<file path="src/hw/rtl/hashed_reference_count_table_defines.svh">
// Assertion macros used by the reference count table sequencer.
`ifndef HASHED_REFERENCE_COUNT_TABLE_DEFINES_SVH
`define HASHED_REFERENCE_COUNT_TABLE_DEFINES_SVH

// Checks that a condition holds at every clock edge outside reset.
`define HRCT_ASSERT_ALWAYS(lbl, cond) \
    lbl: assert property (@(posedge i_clk) disable iff (!i_rst_n) (cond)) \
        else $error("hrct check failed");

// Checks that a consequence holds in the cycle of its cause.
`define HRCT_ASSERT_IMPL(lbl, ante, cons) \
    lbl: assert property (@(posedge i_clk) disable iff (!i_rst_n) (ante) |-> (cons)) \
        else $error("hrct check failed");

`endif

</file>
<file path="src/hw/rtl/hrct_pkg.sv">
// Package with types and constants of the reference count table.
`timescale 1ns / 1ps
`default_nettype none
package hrct_pkg;
    localparam int SLOTS      = 256;
    localparam int COUNT_BITS = 32;
    localparam int AW         = $clog2(SLOTS);
    localparam int PW         = $clog2(SLOTS + 1);

    typedef logic [AW-1:0]         t_addr;
    typedef logic [PW-1:0]         t_ptr;
    typedef logic [COUNT_BITS-1:0] t_count;

    localparam t_ptr   NIL       = t_ptr'(SLOTS);
    localparam t_count COUNT_MAX = '1;

    localparam logic [1:0] OP_ADD     = 2'd0;
    localparam logic [1:0] OP_QUERY   = 2'd1;
    localparam logic [1:0] OP_RELEASE = 2'd2;

    localparam logic [1:0] ST_OK     = 2'd0;
    localparam logic [1:0] ST_FULL   = 2'd1;
    localparam logic [1:0] ST_RELERR = 2'd2;

    typedef struct packed {
        logic [1:0]  operation;
        logic [63:0] key_value;
        logic [7:0]  key_type;
    } t_in_item;

    typedef struct packed {
        logic [31:0] ref_count;
        logic        was_released;
        logic [1:0]  status;
    } t_out_item;

    typedef enum logic [2:0] {
        S_IDLE,
        S_HEAD,
        S_NODE,
        S_INS,
        S_FREE,
        S_DONE
    } t_state;

    typedef struct packed {
        logic        bh_re;
        t_addr       bh_raddr;
        logic        bh_we;
        t_addr       bh_waddr;
        t_ptr        bh_wdata;
        logic        nd_re;
        t_addr       nd_raddr;
        logic        key_we;
        t_addr       key_waddr;
        logic [71:0] key_wdata;
        logic        cnt_we;
        t_addr       cnt_waddr;
        t_count      cnt_wdata;
        logic        nxt_we;
        t_addr       nxt_waddr;
        t_ptr        nxt_wdata;
    } t_mem_req;

    typedef struct packed {
        t_ptr        bh_q;
        logic [71:0] key_q;
        t_count      cnt_q;
        t_ptr        nxt_q;
    } t_mem_rsp;
endpackage
`default_nettype wire

</file>
<file path="src/hw/rtl/hrct_ctrl.sv">
// Sequencer that walks bucket chains and updates counts and the free list.
`timescale 1ns / 1ps
`default_nettype none
`include "hashed_reference_count_table_defines.svh"
module hrct_ctrl (
    input  wire logic                i_clk,
    input  wire logic                i_rst_n,
    input  wire logic                i_valid,
    output logic                     o_ready,
    input  wire hrct_pkg::t_in_item  i_item,
    output logic                     o_valid,
    input  wire logic                i_ready,
    output hrct_pkg::t_out_item      o_item,
    output hrct_pkg::t_mem_req       o_req,
    input  wire hrct_pkg::t_mem_rsp  i_rsp,
    input  wire logic                i_clr_busy
);
    hrct_pkg::t_state    r_state, n_state;
    logic [1:0]          r_op;
    logic [63:0]         r_kv;
    logic [7:0]          r_kt;
    hrct_pkg::t_ptr      r_cur, n_cur;
    hrct_pkg::t_ptr      r_pred, n_pred;
    hrct_pkg::t_ptr      r_head, n_head;
    hrct_pkg::t_ptr      r_free, n_free;
    hrct_pkg::t_ptr      r_used, n_used;
    hrct_pkg::t_count    r_cnt, n_cnt;
    logic                r_rel, n_rel;
    logic [1:0]          r_sts, n_sts;
    logic                r_out_vld;
    hrct_pkg::t_out_item r_out;

    logic w_accept;
    logic w_match;
    logic w_full;
    logic w_done_load;

    assign w_accept    = i_valid && o_ready;
    assign w_match     = (i_rsp.key_q == {r_kv, r_kt});
    assign w_full      = (r_used == hrct_pkg::t_ptr'(hrct_pkg::SLOTS)) ||
                         (r_free == hrct_pkg::NIL);
    assign w_done_load = (r_state == hrct_pkg::S_DONE) && (!r_out_vld || i_ready);

    always_comb begin
        n_state = r_state;
        case (r_state)
            hrct_pkg::S_IDLE: begin
                if (w_accept) begin
                    n_state = (i_item.operation inside {hrct_pkg::OP_ADD, hrct_pkg::OP_QUERY,
                                                        hrct_pkg::OP_RELEASE})
                              ? hrct_pkg::S_HEAD : hrct_pkg::S_DONE;
                end
            end
            hrct_pkg::S_HEAD: begin
                if (i_rsp.bh_q != hrct_pkg::NIL) begin
                    n_state = hrct_pkg::S_NODE;
                end else if (r_op == hrct_pkg::OP_RELEASE || w_full) begin
                    n_state = hrct_pkg::S_DONE;
                end else begin
                    n_state = hrct_pkg::S_INS;
                end
            end
            hrct_pkg::S_NODE: begin
                if (w_match) begin
                    n_state = (r_op == hrct_pkg::OP_RELEASE &&
                               i_rsp.cnt_q == hrct_pkg::t_count'(1))
                              ? hrct_pkg::S_FREE : hrct_pkg::S_DONE;
                end else if (i_rsp.nxt_q != hrct_pkg::NIL) begin
                    n_state = hrct_pkg::S_NODE;
                end else if (r_op == hrct_pkg::OP_RELEASE || w_full) begin
                    n_state = hrct_pkg::S_DONE;
                end else begin
                    n_state = hrct_pkg::S_INS;
                end
            end
            hrct_pkg::S_INS:  n_state = hrct_pkg::S_DONE;
            hrct_pkg::S_FREE: n_state = hrct_pkg::S_DONE;
            hrct_pkg::S_DONE: begin
                if (w_done_load) begin
                    n_state = hrct_pkg::S_IDLE;
                end
            end
            default: n_state = hrct_pkg::S_IDLE;
        endcase
    end

    always_comb begin
        o_req   = '0;
        n_cur   = r_cur;
        n_pred  = r_pred;
        n_head  = r_head;
        n_free  = r_free;
        n_used  = r_used;
        n_cnt   = r_cnt;
        n_rel   = r_rel;
        n_sts   = r_sts;
        o_ready = (r_state == hrct_pkg::S_IDLE) && !i_clr_busy;
        o_req.key_wdata = {r_kv, r_kt};
        case (r_state)
            hrct_pkg::S_IDLE: begin
                o_req.bh_re    = w_accept;
                o_req.bh_raddr = i_item.key_value[hrct_pkg::AW-1:0];
                n_cnt = '0;
                n_rel = 1'b0;
                n_sts = hrct_pkg::ST_OK;
            end
            hrct_pkg::S_HEAD: begin
                n_head = i_rsp.bh_q;
                n_cur  = i_rsp.bh_q;
                n_pred = hrct_pkg::NIL;
                o_req.nd_re    = 1'b1;
                o_req.nd_raddr = (i_rsp.bh_q != hrct_pkg::NIL)
                                 ? i_rsp.bh_q[hrct_pkg::AW-1:0]
                                 : r_free[hrct_pkg::AW-1:0];
                if (i_rsp.bh_q == hrct_pkg::NIL) begin
                    if (r_op == hrct_pkg::OP_RELEASE) begin
                        n_sts = hrct_pkg::ST_RELERR;
                    end else if (w_full) begin
                        n_sts = hrct_pkg::ST_FULL;
                    end
                end
            end
            hrct_pkg::S_NODE: begin
                if (w_match) begin
                    o_req.cnt_waddr = r_cur[hrct_pkg::AW-1:0];
                    case (r_op)
                        hrct_pkg::OP_ADD: begin
                            n_cnt = (i_rsp.cnt_q == hrct_pkg::COUNT_MAX)
                                    ? i_rsp.cnt_q : i_rsp.cnt_q + hrct_pkg::t_count'(1);
                            o_req.cnt_we    = 1'b1;
                            o_req.cnt_wdata = n_cnt;
                        end
                        hrct_pkg::OP_RELEASE: begin
                            if (i_rsp.cnt_q == '0) begin
                                n_sts = hrct_pkg::ST_RELERR;
                            end else begin
                                n_cnt = i_rsp.cnt_q - hrct_pkg::t_count'(1);
                                o_req.cnt_we    = 1'b1;
                                o_req.cnt_wdata = n_cnt;
                                if (i_rsp.cnt_q == hrct_pkg::t_count'(1)) begin
                                    if (r_pred == hrct_pkg::NIL) begin
                                        o_req.bh_we    = 1'b1;
                                        o_req.bh_waddr = r_kv[hrct_pkg::AW-1:0];
                                        o_req.bh_wdata = i_rsp.nxt_q;
                                    end else begin
                                        o_req.nxt_we    = 1'b1;
                                        o_req.nxt_waddr = r_pred[hrct_pkg::AW-1:0];
                                        o_req.nxt_wdata = i_rsp.nxt_q;
                                    end
                                end
                            end
                        end
                        default: n_cnt = i_rsp.cnt_q;
                    endcase
                end else begin
                    n_pred = r_cur;
                    n_cur  = i_rsp.nxt_q;
                    o_req.nd_re    = 1'b1;
                    o_req.nd_raddr = (i_rsp.nxt_q != hrct_pkg::NIL)
                                     ? i_rsp.nxt_q[hrct_pkg::AW-1:0]
                                     : r_free[hrct_pkg::AW-1:0];
                    if (i_rsp.nxt_q == hrct_pkg::NIL) begin
                        if (r_op == hrct_pkg::OP_RELEASE) begin
                            n_sts = hrct_pkg::ST_RELERR;
                        end else if (w_full) begin
                            n_sts = hrct_pkg::ST_FULL;
                        end
                    end
                end
            end
            hrct_pkg::S_INS: begin
                o_req.key_we    = 1'b1;
                o_req.key_waddr = r_free[hrct_pkg::AW-1:0];
                o_req.cnt_we    = 1'b1;
                o_req.cnt_waddr = r_free[hrct_pkg::AW-1:0];
                o_req.cnt_wdata = (r_op == hrct_pkg::OP_ADD) ? hrct_pkg::t_count'(1) : '0;
                o_req.nxt_we    = 1'b1;
                o_req.nxt_waddr = r_free[hrct_pkg::AW-1:0];
                o_req.nxt_wdata = r_head;
                o_req.bh_we     = 1'b1;
                o_req.bh_waddr  = r_kv[hrct_pkg::AW-1:0];
                o_req.bh_wdata  = r_free;
                n_free = i_rsp.nxt_q;
                n_used = r_used + hrct_pkg::t_ptr'(1);
                n_cnt  = o_req.cnt_wdata;
            end
            hrct_pkg::S_FREE: begin
                o_req.nxt_we    = 1'b1;
                o_req.nxt_waddr = r_cur[hrct_pkg::AW-1:0];
                o_req.nxt_wdata = r_free;
                n_free = r_cur;
                n_used = r_used - hrct_pkg::t_ptr'(1);
                n_rel  = 1'b1;
            end
            default: begin
            end
        endcase
    end

    always_ff @(posedge i_clk) begin
        if (!i_rst_n) begin
            r_state   <= hrct_pkg::S_IDLE;
            r_free    <= '0;
            r_used    <= '0;
            r_out_vld <= 1'b0;
        end else begin
            r_state <= n_state;
            r_free  <= n_free;
            r_used  <= n_used;
            if (w_done_load) begin
                r_out_vld <= 1'b1;
            end else if (i_ready) begin
                r_out_vld <= 1'b0;
            end
        end
    end

    always_ff @(posedge i_clk) begin
        if (w_accept) begin
            r_op <= i_item.operation;
            r_kv <= i_item.key_value;
            r_kt <= i_item.key_type;
        end
        r_cur  <= n_cur;
        r_pred <= n_pred;
        r_head <= n_head;
        r_cnt  <= n_cnt;
        r_rel  <= n_rel;
        r_sts  <= n_sts;
        if (w_done_load) begin
            r_out.ref_count    <= 32'(r_cnt);
            r_out.was_released <= r_rel;
            r_out.status       <= r_sts;
        end
    end

    assign o_valid = r_out_vld;
    assign o_item  = r_out;

    `HRCT_ASSERT_ALWAYS(a_used_bound, r_used <= hrct_pkg::t_ptr'(hrct_pkg::SLOTS))
    `HRCT_ASSERT_IMPL(a_free_nonempty, r_state == hrct_pkg::S_FREE, r_used != '0)
    `HRCT_ASSERT_IMPL(a_ins_has_node, r_state == hrct_pkg::S_INS, r_free != hrct_pkg::NIL)
    `HRCT_ASSERT_IMPL(a_rel_zero, r_out_vld && r_out.was_released,
        r_out.ref_count == '0 && r_out.status == hrct_pkg::ST_OK)
endmodule
`default_nettype wire
</file>
<file path="config.mk">
export PLATFORM = sky130hd
export DESIGN_NAME = hrct_ctrl
export DESIGN_NICKNAME = d
export VERILOG_FILES = /design/src/hw/rtl/hrct_pkg.sv /design/src/hw/rtl/hrct_ctrl.sv
export VERILOG_INCLUDE_DIRS = /design/src /design/src/hw/rtl
export SDC_FILE = /design/constraint.sdc
export NUM_CORES = 1
export LEC_CHECK = 0
export ABC_AREA = 1
export BUFFER_PORTS_ARGS = -buffer_cell sky130_fd_sc_hd__buf_4
export CAP_MARGIN = 25
export CORE_AREA = 3 3 162 164
export CTS_CLUSTER_SIZE = 14
export DETAILED_ROUTE_END_ITERATION = 10
export DIE_AREA = 0 0 165 167
export GPL_ROUTABILITY_DRIVEN = 0
export GPL_TIMING_DRIVEN = 1
export MAX_ROUTING_LAYER = met4
export PLACE_DENSITY = 0.8
export SETUP_SLACK_MARGIN = 0.15
export SLEW_MARGIN = 30
export SYNTH_ARGS = -nofsm -noshare
export SYNTH_HDL_FRONTEND = slang
export SYNTH_SLANG_ARGS = --single-unit
</file>
<file path="constraint.sdc">
create_clock -name i_clk -period 7.5 [get_ports i_clk]
set_input_delay 0.375 -clock i_clk [delete_from_list [all_inputs] [get_ports i_clk]]
set_output_delay 0.375 -clock i_clk [all_outputs]
set_load 0.03 [all_outputs]
</file>
==> impl_metrics.csv <==
group,metric,value,unit
route,viasPerCell,5.518,
worst_setup_path,rr_worst_depth,15,
route,drtIter0Drc,1273,
die,die_h,167,um
min_path,min_from,"i_item[36]",
final_layout,finish.utilization,0.6303,
cts,clkTransAtPathRegs,0.08,ns
logic_synthesis,synth_ff_type,"edfxtp_1",
sta,tightest_slew,0.9387,ns
route,dr_wl_met2,20130,um
logic_synthesis,ys_seq_area_frac,0.4703,
cts,cts_setup_buffers,0,
power_and_ir_drop,p_leak,0.007028,uW
global_route,grt_pass1_wl,64450,um
worst_setup_path,cp_max_fo,10,
route,num_vias,12100,
cts,cts.htree.levels,4,
logic_synthesis,synth_common_cells,"nand2_1, inv_1, edfxtp_1",
sta,min_period_over_period,0.4975,
route,wirelength,43180,um
min_path,hold_path_class,"in2reg",
status,status,"complete, no violations",
cts,ctsResizeCount,0,
route,drt-met1-wl,16560,um
sta,layout_min_cycle_time,3.731,ns
die,initial_core_util,0.4735,
sta,setup_slack,3.769,ns
final_layout,layout-drive-gt1-share,0.2789,
route,met3_length,4587,um
die,core-area,25040,um2
final_layout,final_nets,2061,
die,die_area,27560,um2
die,ios,414,
min_path,whs_path_depth,1,
final_layout,instances_no_fill,2192,
logic_synthesis,synth_cell_types,51,
sta,finClkSkew,0.01733,ns
logic_synthesis,synth-edff-count,171,
logic_synthesis,synth_top_cell_area_share,0.4332,
cts,worst_skew_pair.late_latency,0.44,ns
power_and_ir_drop,power_density,242.4,nW/um2
route,routedWlPerCell,19.70,um
worst_setup_path,r2r-end,"r_used[7]",
power_and_ir_drop,ir_worst_vdd,183.7,uV
route,drc_errors,0,
sta,rsz0062_at_grt,"no",
cts,cts_inserted_buffers,17,
worst_setup_path,r2r_start,"r_state[1]",
final_layout,area_delta_synth_final,33.13,%
cts,clock_sinks,193,
worst_setup_path,worst_ep_arrival_time,3.36,ns
worst_setup_path,crit_path_start_kind,"flop",
logic_synthesis,synth_cells,1460,
global_route,antenna_found_initial,1,
placed_design,dp_cells,2159,
min_path,min_to,"r_kv[28]",
global_route,grt_usage,0.3110,
run,maxCapViolCount,0,
global_route,grt_max_degree,76,
worst_setup_path,crit_chain,"nand2_1 > nand2_1 > nor2_1 > nand2_1 > nor2_1 > nand2_1 > nor2_1 > nand3_1 > clkinv_1 > nand4_2 > a21boi_0 > buf_4",
cts,clock-root-buffer,"clkbuf_16",
logic_synthesis,yosys.area.top_type,"edfxtp_1",
placed_design,io_buffers,413,
cts,cts_tree,"built",
cts,cts_buffer_depth,2,
sta,fin_tns_setup,0,ns
sta,final-setup-viol-count,0,
placed_design,hpwl,33040,um
worst_setup_path,r2r_slack,4.15,ns
logic_synthesis,synthTopCellsByArea,"edfxtp_1, nand2_1, inv_1",
worst_setup_path,critical-path-top-delay-family,"simple AND/OR/NAND/NOR gates",
logic_synthesis,synthMostInstantiatedCell,"nand2_1",
worst_setup_path,worst-path-buf-inv,2,
route,top_layer,"met4",
sta,relSlewSlack,0.3704,
final_layout,multiInputGateArea,5234,um2
worst_setup_path,cp.required,7.12,ns
placed_design,pre_cts_slack,4.238,ns
die,row_count,58,
logic_synthesis,synth_nets,1673,
logic_synthesis,syn_avg_cell_area,8.119,um2
route,drtPass1Iterations,7,
logic_synthesis,ys_ff_latch,193,
cts,holdBufCountCts,0,
worst_setup_path,max_stage_delay,0.46,ns
sta,whs,0.1094,ns
worst_setup_path,critPathKind,"reg2out",
worst_setup_path,cp-end-kind,"output port",
final_layout,seqCellArea,5575,um2
sta,finalMaxSlewViolations,0,
route,ant_nets,0,
worst_setup_path,slowest_stage,"edfxtp_1",
die,die_w,165,um
global_route,grt_overflow_total,0,
sta,max_freq,268.0,MHz
logic_synthesis,yosys_warnings,0,
logic_synthesis,netlist_area,11850,um2
worst_setup_path,cpMostUsedCell,"nand2_1",
global_route,grt_pass1_vias,11500,
sta,final_hold_viol_count,0,
logic_synthesis,async_reset_ff_frac,0,
final_layout,fill_cells,2113,
==> layout by cell type (no fill, tap or decap), types with 22 or more instances in the layout <==
cell type  synthesis  final
buf_4              5    423
nand2_1          351    351
inv_1            196    194
edfxtp_1         171    171
nor2_1           170    168
o21ai_0           79     79
a21oi_1           72     72
xor2_1            60     60
nand3_1           56     56
nand4_1           24     24
xnor2_1           23     23
o211ai_1          23     23
nor3_1            24     22
dfxtp_1           22     22
==> flip-flops by register name (all words and copies together) (netlist names), 2 cells and up <==
| signal | count |
|---|---|
| r_kt | 8 |
| r_op | 2 |
| r_used | 9 |
| r_free | 9 |
| r_pred | 9 |
| r_sts | 2 |
| r_cur | 9 |
| r_kv | 64 |
| r_cnt | 32 |
| r_state | 3 |
| r_head | 9 |
| o_item | 35 |
==> routing by layer <==
| metal | up-vias | track usage |
|---|---|---|
| li1 | 5589 | - |
| met1 | 5610 | 0.3848 |
| met2 | 755 | 0.4853 |
| met3 | 142 | 0.07910 |
| met4 | 0 | 0.1265 |
| met5 | - | - |
==> cell families (layout without fill, tap and decap cells) <==
family,after synthesis,in the layout,share of synthesized area
compound gates,224,224,0.1079
other cells,0,1,0
buf+inv,260,661,0.09025
xor+xnor,83,83,0.06133
flops,193,193,0.4703
fa+ha+maj,12,12,0.01330
simple gates,688,688,0.2569
==> area by class of cell <==
type,count,share of cell area
Antenna cell,1,0.0001586
Clock buffer,18,0.02719
Clock inverter,14,0.009118
Inverter,204,0.04876
Multi-Input combinational cell,1007,0.3316
Sequential cell,193,0.3533
Tap cell,330,0.02616
Timing Repair Buffer,425,0.2037
==> worst max path at each step <==
stage                    start         end  slack [ns]  cells after the start
global placement      i_rsp[9]   o_req[18]        4.24                     14
floorplan           r_state[2]     r_kt[0]        0.76                      5
detailed placement    i_rsp[9]   o_req[18]        4.24                     14
global route          r_kv[23]   o_req[28]        3.59                     13
CTS                   r_kv[23]  o_req[164]        3.83                     12
finish                r_kv[23]  o_req[162]        3.77                     12
==> where the power goes <==
part	switching [uW]	total, uW	internal (uW)
clock network	466	910	444
logic	902	1310	407
registers	111	1610	1500
==> per-stage QoR <==
stage / power, uW / area [um2]
floorplan: 2402 / 11850
global placement: 2874 / 15170
detailed placement: 2911 / 15200
CTS: 3815 / 15780
global route: 3998 / 15780
finish: 3825 / 15780
Power figures use the tool's default switching activity.
